**src/rtl/core/mts_pkg.sv**
```systemverilog
// Shared types and codes for the min-tracking stack.
`timescale 1ns / 1ps

package mts_pkg;

	localparam int DATA_W   = 32;
	localparam int REQ_W    = 2;
	localparam int FILL_W   = 7;
	localparam int STATUS_W = 2;

	localparam logic [REQ_W-1:0] REQ_PUSH = 2'd0;
	localparam logic [REQ_W-1:0] REQ_POP  = 2'd1;

	localparam logic [STATUS_W-1:0] ST_OK    = 2'd0;
	localparam logic [STATUS_W-1:0] ST_FULL  = 2'd1;
	localparam logic [STATUS_W-1:0] ST_EMPTY = 2'd2;

	// Commands from the controller to the datapath.
	typedef struct packed {
		logic accept;   // input transfer this cycle
		logic rd_load;  // memory read data is valid, load the new top level
		logic out_load; // move the finished result into the output register
	} cmd_t;

	// Status from the datapath to the controller.
	typedef struct packed {
		logic pop_read; // current request is a pop that leaves a level to fetch
	} sts_t;

endpackage

```
**src/rtl/core/mts_ram.sv**
```systemverilog
// Generic single write port, single read port RAM with registered read data.
`timescale 1ns / 1ps

module mts_ram #(
	parameter int WIDTH = 64,
	parameter int DEPTH = 64
) (
	input  logic                     clk,
	input  logic                     wr_en,
	input  logic [$clog2(DEPTH)-1:0] wr_addr,
	input  logic [WIDTH-1:0]         wr_data,
	input  logic                     rd_en,
	input  logic [$clog2(DEPTH)-1:0] rd_addr,
	output logic [WIDTH-1:0]         rd_data
);

	logic [WIDTH-1:0] mem_q [DEPTH];
	logic [WIDTH-1:0] rd_data_q;

	always_ff @(posedge clk) begin
		if (wr_en) begin
			mem_q[wr_addr] <= wr_data;
		end
		if (rd_en) begin
			rd_data_q <= mem_q[rd_addr];
		end
	end

	assign rd_data = rd_data_q;

endmodule

```
**src/rtl/core/mts_ctrl.sv**
```systemverilog
// Controller state machine of the min-tracking stack.
`timescale 1ns / 1ps

module mts_ctrl (
	input  logic          clk,
	input  logic          arst_n,
	input  logic          in_valid,
	output logic          in_ready,
	output logic          out_valid,
	input  logic          out_ready,
	input  mts_pkg::sts_t sts,
	output mts_pkg::cmd_t cmd
);

	localparam logic [1:0] S_IDLE = 2'd0;
	localparam logic [1:0] S_READ = 2'd1;
	localparam logic [1:0] S_EMIT = 2'd2;

	logic [1:0] state_q;
	logic [1:0] state_d;
	logic       out_valid_q;

	always_comb begin
		cmd          = '0;
		cmd.accept   = (state_q == S_IDLE) && in_valid;
		cmd.rd_load  = (state_q == S_READ);
		cmd.out_load = (state_q == S_EMIT) && (!out_valid_q || out_ready);
	end

	always_comb begin
		state_d = state_q;
		unique case (state_q)
			S_IDLE: begin
				if (in_valid) begin
					state_d = sts.pop_read ? S_READ : S_EMIT;
				end
			end
			S_READ: begin
				state_d = S_EMIT;
			end
			S_EMIT: begin
				if (cmd.out_load) begin
					state_d = S_IDLE;
				end
			end
			default: begin
				state_d = S_IDLE;
			end
		endcase
	end

	always_ff @(posedge clk or negedge arst_n) begin
		if (!arst_n) begin
			state_q     <= S_IDLE;
			out_valid_q <= 1'b0;
		end else begin
			state_q <= state_d;
			if (cmd.out_load) begin
				out_valid_q <= 1'b1;
			end else if (out_ready) begin
				out_valid_q <= 1'b0;
			end
		end
	end

	assign in_ready  = (state_q == S_IDLE);
	assign out_valid = out_valid_q;

`ifndef SYNTHESIS
	// Only one request is in flight at a time.
	a_one_in_flight: assert property (@(posedge clk) disable iff (!arst_n)
		cmd.accept |=> !in_ready)
		else $error("input accepted while a request was still in flight");

	// A memory fetch always goes from the read state straight to the emit state.
	a_read_to_emit: assert property (@(posedge clk) disable iff (!arst_n)
		(state_q == S_READ) |=> (state_q == S_EMIT))
		else $error("read state not followed by emit");

	// A pop with a fetch goes through the read state.
	a_pop_fetch: assert property (@(posedge clk) disable iff (!arst_n)
		(cmd.accept && sts.pop_read) |=> cmd.rd_load)
		else $error("pop fetch skipped the read state");
`endif

endmodule

```
**src/rtl/core/mts_datapath.sv**
```systemverilog
// Datapath of the min-tracking stack: level storage, top registers and result register.
`timescale 1ns / 1ps

module mts_datapath #(
	parameter int DEPTH = 64
) (
	input  logic                                clk,
	input  logic                                arst_n,
	input  mts_pkg::cmd_t                       cmd,
	output mts_pkg::sts_t                       sts,
	input  logic [mts_pkg::REQ_W-1:0]           in_req,
	input  logic signed [mts_pkg::DATA_W-1:0]   in_value,
	output logic signed [mts_pkg::DATA_W-1:0]   out_top,
	output logic signed [mts_pkg::DATA_W-1:0]   out_min,
	output logic [mts_pkg::FILL_W-1:0]          out_fill,
	output logic                                out_empty,
	output logic [mts_pkg::STATUS_W-1:0]        out_status
);

	localparam int AW = $clog2(DEPTH);
	localparam int CW = $clog2(DEPTH + 1);
	localparam int DW = mts_pkg::DATA_W;

	logic [CW-1:0]                   count_q;
	logic signed [DW-1:0]            top_q;
	logic signed [DW-1:0]            min_q;
	logic [mts_pkg::STATUS_W-1:0]    status_q;

	logic                            full;
	logic                            empty;
	logic                            is_push;
	logic                            is_pop;
	logic signed [DW-1:0]            push_min;
	logic [CW-1:0]                   count_m2;
	logic                            wr_en;
	logic                            rd_en;
	logic [2*DW-1:0]                 rd_data;
	logic [CW+mts_pkg::FILL_W-1:0]   count_ext;

	assign full     = (count_q == CW'(DEPTH));
	assign empty    = (count_q == '0);
	assign is_push  = (in_req == mts_pkg::REQ_PUSH);
	assign is_pop   = (in_req == mts_pkg::REQ_POP);
	// The new level's running minimum folds the value into the minimum below it.
	assign push_min = (!empty && (min_q < in_value)) ? min_q : in_value;
	assign count_m2 = count_q - CW'(2);

	assign sts.pop_read = is_pop && (count_q > CW'(1));
	assign wr_en        = cmd.accept && is_push && !full;
	assign rd_en        = cmd.accept && sts.pop_read;

	mts_ram #(
		.WIDTH (2 * DW),
		.DEPTH (DEPTH)
	) u_level_ram (
		.clk     (clk),
		.wr_en   (wr_en),
		.wr_addr (count_q[AW-1:0]),
		.wr_data ({push_min, in_value}),
		.rd_en   (rd_en),
		.rd_addr (count_m2[AW-1:0]),
		.rd_data (rd_data)
	);

	always_ff @(posedge clk or negedge arst_n) begin
		if (!arst_n) begin
			count_q <= '0;
		end else if (cmd.accept) begin
			if (is_push && !full) begin
				count_q <= count_q + CW'(1);
			end else if (is_pop && !empty) begin
				count_q <= count_q - CW'(1);
			end
		end
	end

	always_ff @(posedge clk) begin
		if (cmd.accept) begin
			if (is_push && full) begin
				status_q <= mts_pkg::ST_FULL;
			end else if (is_pop && empty) begin
				status_q <= mts_pkg::ST_EMPTY;
			end else begin
				status_q <= mts_pkg::ST_OK;
			end
			if (is_push && !full) begin
				top_q <= in_value;
				min_q <= push_min;
			end
		end else if (cmd.rd_load) begin
			top_q <= rd_data[DW-1:0];
			min_q <= rd_data[2*DW-1:DW];
		end
	end

	assign count_ext = {{mts_pkg::FILL_W{1'b0}}, count_q};

	always_ff @(posedge clk) begin
		if (cmd.out_load) begin
			out_top    <= empty ? '0 : top_q;
			out_min    <= empty ? '0 : min_q;
			out_fill   <= count_ext[mts_pkg::FILL_W-1:0];
			out_empty  <= empty;
			out_status <= status_q;
		end
	end

`ifndef SYNTHESIS
	// The fill count never passes the stack depth.
	a_count_bound: assert property (@(posedge clk) disable iff (!arst_n)
		count_q <= CW'(DEPTH))
		else $error("stack count exceeds depth");

	// A dropped push leaves the count unchanged.
	a_full_hold: assert property (@(posedge clk) disable iff (!arst_n)
		(cmd.accept && is_push && full) |=> (count_q == CW'(DEPTH)))
		else $error("push on full changed the count");

	// An ignored pop leaves the stack empty.
	a_empty_hold: assert property (@(posedge clk) disable iff (!arst_n)
		(cmd.accept && is_pop && empty) |=> (count_q == '0))
		else $error("pop on empty changed the count");
`endif

endmodule

```
**src/rtl/core/min_tracking_stack_unit.sv**
```systemverilog
// Min-tracking stack: a bounded stack of signed values that reports its minimum.
//
// Requests arrive on the s_ stream: s_tuser carries the request kind (push, pop,
// peek; codes 2 and 3 both act as a peek) and s_tdata the value to push. Every
// request produces exactly one result transfer on the m_ stream with the top
// value, the minimum of all stored values, the fill count, an empty flag and a
// status code (ok, push on full dropped, pop on empty ignored). Top and minimum
// read zero while the stack is empty.
// Each level stores its value with the running minimum of itself and all levels
// below, in one RAM with a registered read port; the current top level is also
// held in registers. A request that needs no RAM fetch goes from the input
// transfer to the emit state, which loads its result into the output register;
// a pop that leaves levels behind first passes the read state, which loads the
// new top level from the RAM. One request is in flight at a time; s_tready
// rises at the edge that loads the result, and only then is the next one taken.
// Reset empties the stack at once; no clearing pass runs. If the receiver
// stalls, the result waits in the output register and the next request is still
// processed, but its result holds in the datapath until the output is taken.
`timescale 1ns / 1ps

module min_tracking_stack_unit #(
	parameter int DEPTH = 64
) (
	input  logic        clk,
	input  logic        arst_n,
	input  logic        s_tvalid,
	output logic        s_tready,
	input  logic [31:0] s_tdata,  // [31:0] push_value
	input  logic [1:0]  s_tuser,  // [1:0] req_type
	output logic        m_tvalid,
	input  logic        m_tready,
	output logic [71:0] m_tdata,  // [31:0] top_value, [63:32] min_value,
	                              // [70:64] fill_count, [71] is_empty
	output logic [1:0]  m_tuser   // [1:0] status
);

	mts_pkg::cmd_t cmd;
	mts_pkg::sts_t sts;

	logic signed [mts_pkg::DATA_W-1:0] out_top;
	logic signed [mts_pkg::DATA_W-1:0] out_min;
	logic [mts_pkg::FILL_W-1:0]        out_fill;
	logic                              out_empty;
	logic [mts_pkg::STATUS_W-1:0]      out_status;

	mts_ctrl u_ctrl (
		.clk       (clk),
		.arst_n    (arst_n),
		.in_valid  (s_tvalid),
		.in_ready  (s_tready),
		.out_valid (m_tvalid),
		.out_ready (m_tready),
		.sts       (sts),
		.cmd       (cmd)
	);

	mts_datapath #(
		.DEPTH (DEPTH)
	) u_datapath (
		.clk        (clk),
		.arst_n     (arst_n),
		.cmd        (cmd),
		.sts        (sts),
		.in_req     (s_tuser),
		.in_value   (s_tdata),
		.out_top    (out_top),
		.out_min    (out_min),
		.out_fill   (out_fill),
		.out_empty  (out_empty),
		.out_status (out_status)
	);

	assign m_tdata = {out_empty, out_fill, out_min, out_top};
	assign m_tuser = out_status;

endmodule
```
**config.mk**
```make
export PLATFORM = sky130hd
export DESIGN_NAME = min_tracking_stack_unit
export DESIGN_NICKNAME = d
export VERILOG_FILES = /design/src/rtl/core/mts_pkg.sv /design/src/rtl/core/mts_ram.sv /design/src/rtl/core/mts_ctrl.sv /design/src/rtl/core/mts_datapath.sv /design/src/rtl/core/min_tracking_stack_unit.sv
export SDC_FILE = /design/constraint.sdc
export NUM_CORES = 2
export LEC_CHECK = 0
export BUFFER_PORTS_ARGS = -buffer_cell sky130_fd_sc_hd__buf_2
export CELL_PAD_IN_SITES_DETAIL_PLACEMENT = 0
export CELL_PAD_IN_SITES_GLOBAL_PLACEMENT = 1
export CORE_MARGIN = 5
export CORE_UTILIZATION = 25
export DETAILED_ROUTE_END_ITERATION = 7
export MAX_ROUTING_LAYER = met4
export PLACE_DENSITY = 0.45
export SYNTH_ARGS = -nofsm -noshare
export SYNTH_HDL_FRONTEND = slang
export SYNTH_HIERARCHICAL = 1
export SYNTH_SLANG_ARGS = --single-unit
```
**constraint.sdc**
```tcl
create_clock -name clk -period 7.15 [get_ports clk]
set_input_delay 1.0725 -clock clk [delete_from_list [all_inputs] [get_ports clk]]
set_output_delay 1.0725 -clock clk [all_outputs]
set_load 0.01 [all_outputs]
```
==> results.py <==
metrics = {
    "clock_tree": {
        "cts-buffers-inserted": 451,
        "postCtsResizedCells": 0,
        "root_buffer": "clkbuf_16",
        "path_clk_slew_ns": 0.06,
        "hold_buffers": 1,
        "cts_sinks": 4310,
        "h-tree-depth": 5,
        "clk_latency_ns": 1.04,
        "clockBufferDepth": 4,
        "post_cts_buffers": 0,
        "cts_tree": "built",
    },
    "logic_synthesis": {
        "seq_area_frac_synth": 0.7865,
        "yosysTopAreaCell": "edfxtp_1",
        "syn_nets": 7274,
        "synth_most_common_cell": "edfxtp_1",
        "synth_area_um2": 164500,
        "ys_async_sr_fraction": 0.002320,
        "synthCells": 7198,
        "yosysTopAreaCellShare": 0.7850,
        "synth.area.top_cells": "edfxtp_1, mux4_2, mux2i_1",
        "synth_common_cells": "edfxtp_1, mux4_2, buf_2, a22oi_1, clkbuf_1",
        "synth.distinct_cells": 58,
        "synth_edf_count": 4300,
        "ys_ff_latch": 4310,
        "synth_flop_cell": "edfxtp_1",
        "ys_warn_count": 6,
        "avgSynthCellArea_um2": 22.85,
    },
    "floorplanning": {
        "die_w_um": 821.1,
        "start_util": 0.2502,
        "core_region_area_um2": 657300,
        "die_h_um": 821.1,
        "io_pins": 114,
        "die_area_um2": 674300,
        "num_rows": 298,
    },
    "power_and_ir_drop": {
        "clock_power_share": 0.290,
        "comb_power_share": 0.333,
        "ir_drop_mv": 0.4273,
        "leakagePower_uw": 0.05927,
        "switching_share": 0.3421,
        "p_int_uw": 52330,
        "switching_power_uw": 27210,
        "power_per_cell_area_nw_per_um2": 412.0,
        "pwr-share-seq": 0.377,
    },
    "worst_setup_path": {
        "cp.required_ns": 7.87,
        "crit_fanout": 63,
        "r2r_slack_ns": 2.09,
        "reg2reg_from": "u_datapath/count_q[1]$_DFFE_PN0P_",
        "r2r_cells": 10,
        "critPathLaunchType": "flop",
        "crit_arrival_ns": 5.78,
        "regToRegEndpoint": "u_datapath/u_level_ram/rd_data[47]$_DFFE_PP_",
        "critPathCaptureType": "flop",
        "crit_type": "flop to flop",
    },
    "drt": {
        "via_count": 81580,
        "ant_nets": 0,
        "drt_iter0_markers": 8414,
        "wirelength_mm": 583.0,
        "dr.pass1.iters": 6,
        "vias_per_cell": 4.855,
        "drc_errors": 0,
        "wl_per_cell_um": 34.69,
    },
    "cells_and_area": {
        "final_nets": 7792,
        "area_growth_pct": 17.36,
        "drive_gt1_frac": 0.2829,
        "nFillCells": 63750,
    },
    "sta": {
        "rsz0062_at_grt": "no",
        "post-route-period-util": 0.7081,
        "setup_tns_ns": 0,
        "finClkSkew_ns": 0.08250,
        "setup_violations": 0,
        "timing.final.ws_setup_ns": 2.087,
        "clock.fmax_ghz": 0.1975,
        "finalHoldViolCount": 0,
        "drv_slew": 0,
        "tightest_slew_ns": 1.203,
        "slew_headroom": 0.1963,
        "min_period_ns": 5.063,
    },
    "run": {
        "timing.max_cap.violations": 0,
    },
    "placed_design": {
        "dp_slack_ns": 1.375,
        "gp_congestion": 0.7628,
        "io_buffers": 113,
        "hpwl_mm": 318.6,
    },
    "global_route": {
        "grt_max_degree": 93,
        "grt_pass1_vias": 83820,
        "grt_overflow": 0,
        "grt_pass1_wl_mm": 780.0,
        "antenna_found_initial": 46,
        "grtUsageTotal": 0.1729,
    },
    "min_path": {
        "hold_start": "m_tready",
        "holdPathEnd": "u_ctrl/out_valid$_DFFE_PN0P_",
        "hold_class": "primary input to flop",
        "min_path_cells": 2,
    },
    "status": {
        "run_status": "finished clean",
    },
}
flip-flops by register name (all words and copies together), names as in the netlist:
name / count
u_datapath/min_q: 32
u_datapath/out_top: 32
u_datapath/top_q: 32
u_datapath/out_empty: 1
u_datapath/count_q: 7
u_datapath/u_level_ram/rd_data: 64
u_ctrl/out_valid: 1
u_datapath/out_min: 32
u_ctrl/state_q: 2
u_datapath/out_status: 2
u_datapath/u_level_ram/mem_q: 4096
u_datapath/status_q: 2
u_datapath/out_fill: 7
layout by cell type (no fill, tap or decap), types with 53 or more instances in the layout:
master     Yosys  layout
a211oi_1      63      63
a22o_1        88      88
a22oi_1      168     168
and2_1        61      56
and3_1        65      65
buf_12         0     115
buf_2        172     113
buf_4         35     238
clkbuf_1     158     103
clkbuf_16      0     457
clkinv_1       0     101
clkinv_2       0      79
edfxtp_1    4300    4300
inv_1         91      89
mux2i_1      135     135
mux4_2      1024    1024
nand2_1       78      73
nand3_1       53      53
nor2_1       157      92
nor2_4         0      65
o22ai_1       84      84
cells by family (layout without fill, tap and decap cells):
group,count (synthesis),after routing,share of synthesized area
flops,4310,4310,0.7865
mux,1191,1191,0.1506
compound gates,603,603,0.02812
simple gates,553,553,0.01724
buf+inv,493,1379,0.01409
fa+ha+maj,38,38,0.002891
xor+xnor,10,10,0.0005325
other cells,0,20,0
area by class of cell:
class                      count  area [µm²]  share of cell area
inverter                      91       356.6            0.001847
tap                         8700       10890             0.05639
clock inverter               259        2416             0.01252
antenna                       20       50.05           0.0002593
clock buffer                 562       11850             0.06138
timing repair buffer         467        4664             0.02416
sequential                  4310      129400              0.6702
multi-input combinational   2395       33450              0.1733
worst max path at each step:
stage               slack, ns                         startpoint  depth (start not counted)                                              to
floorplan                0.07                           s_tvalid                          6   u_datapath/u_level_ram/mem_q[48][0]$_DFFE_PP_
global placement         1.36                        s_tdata[12]                         12   u_datapath/u_level_ram/mem_q[1][44]$_DFFE_PP_
detailed placement       1.38                        s_tdata[12]                         12  u_datapath/u_level_ram/mem_q[10][44]$_DFFE_PP_
CTS                      2.07  u_datapath/count_q[1]$_DFFE_PN0P_                         10    u_datapath/u_level_ram/rd_data[47]$_DFFE_PP_
global route             1.97  u_datapath/count_q[1]$_DFFE_PN0P_                         11   u_datapath/u_level_ram/mem_q[6][44]$_DFFE_PP_
finish                   2.09  u_datapath/count_q[1]$_DFFE_PN0P_                         10    u_datapath/u_level_ram/rd_data[47]$_DFFE_PP_
metrics by stage:
| step | cells | hold WS [ns] | util | cell area [µm²] | power, µW |
|---|---|---|---|---|---|
| after floorplan | 7198 | 0.4003 | - | 164500 | 46030 |
| after CTS | 16780 | 0.1631 | 0.2936 | 193000 | 80740 |
| final | 16800 | 0.2870 | 0.2937 | 193000 | 79540 |
| after global placement | 15960 | 0.4109 | 0.2719 | 178700 | 57360 |
| after detailed placement | 15960 | 0.4089 | 0.2719 | 178700 | 57470 |
| after global routing | 16790 | 0.2441 | 0.2936 | 193000 | 82630 |
critical path: stages (launching register included):
cell	delay [ns]
dfrtp_1	0.36
buf_4	0.21
inv_8	0.47
ha_1	0.35
xor2_2	0.08
buf_4	0.30
nor2_4	0.89
buf_4	0.63
a22oi_1	0.30
and3_1	0.27
a211oi_1	0.74
power groups by stage:
stage / Clock [µW] / Sequential, µW / Combinational (µW)
3_5_place_dp: 0 / 30500 / 27000
6_report: 23100 / 30000 / 26500
5_1_grt: 24700 / 30000 / 27900
4_1_cts: 23700 / 30000 / 27000
2_1_floorplan: 0 / 30500 / 15500
3_3_place_gp: 0 / 30500 / 26900
metal layers:
layer | share of wire | global-route usage | vias up
met3 | 0.051 | 0.02127 | 730
met2 | 0.50 | 0.2869 | 2822
li1 | - | - | 31820
met4 | 0.029 | 0.04355 | 0
met5 | 0 | - | -
met1 | 0.42 | 0.2259 | 46210
Note: power is estimated with default switching activity, not from simulation.
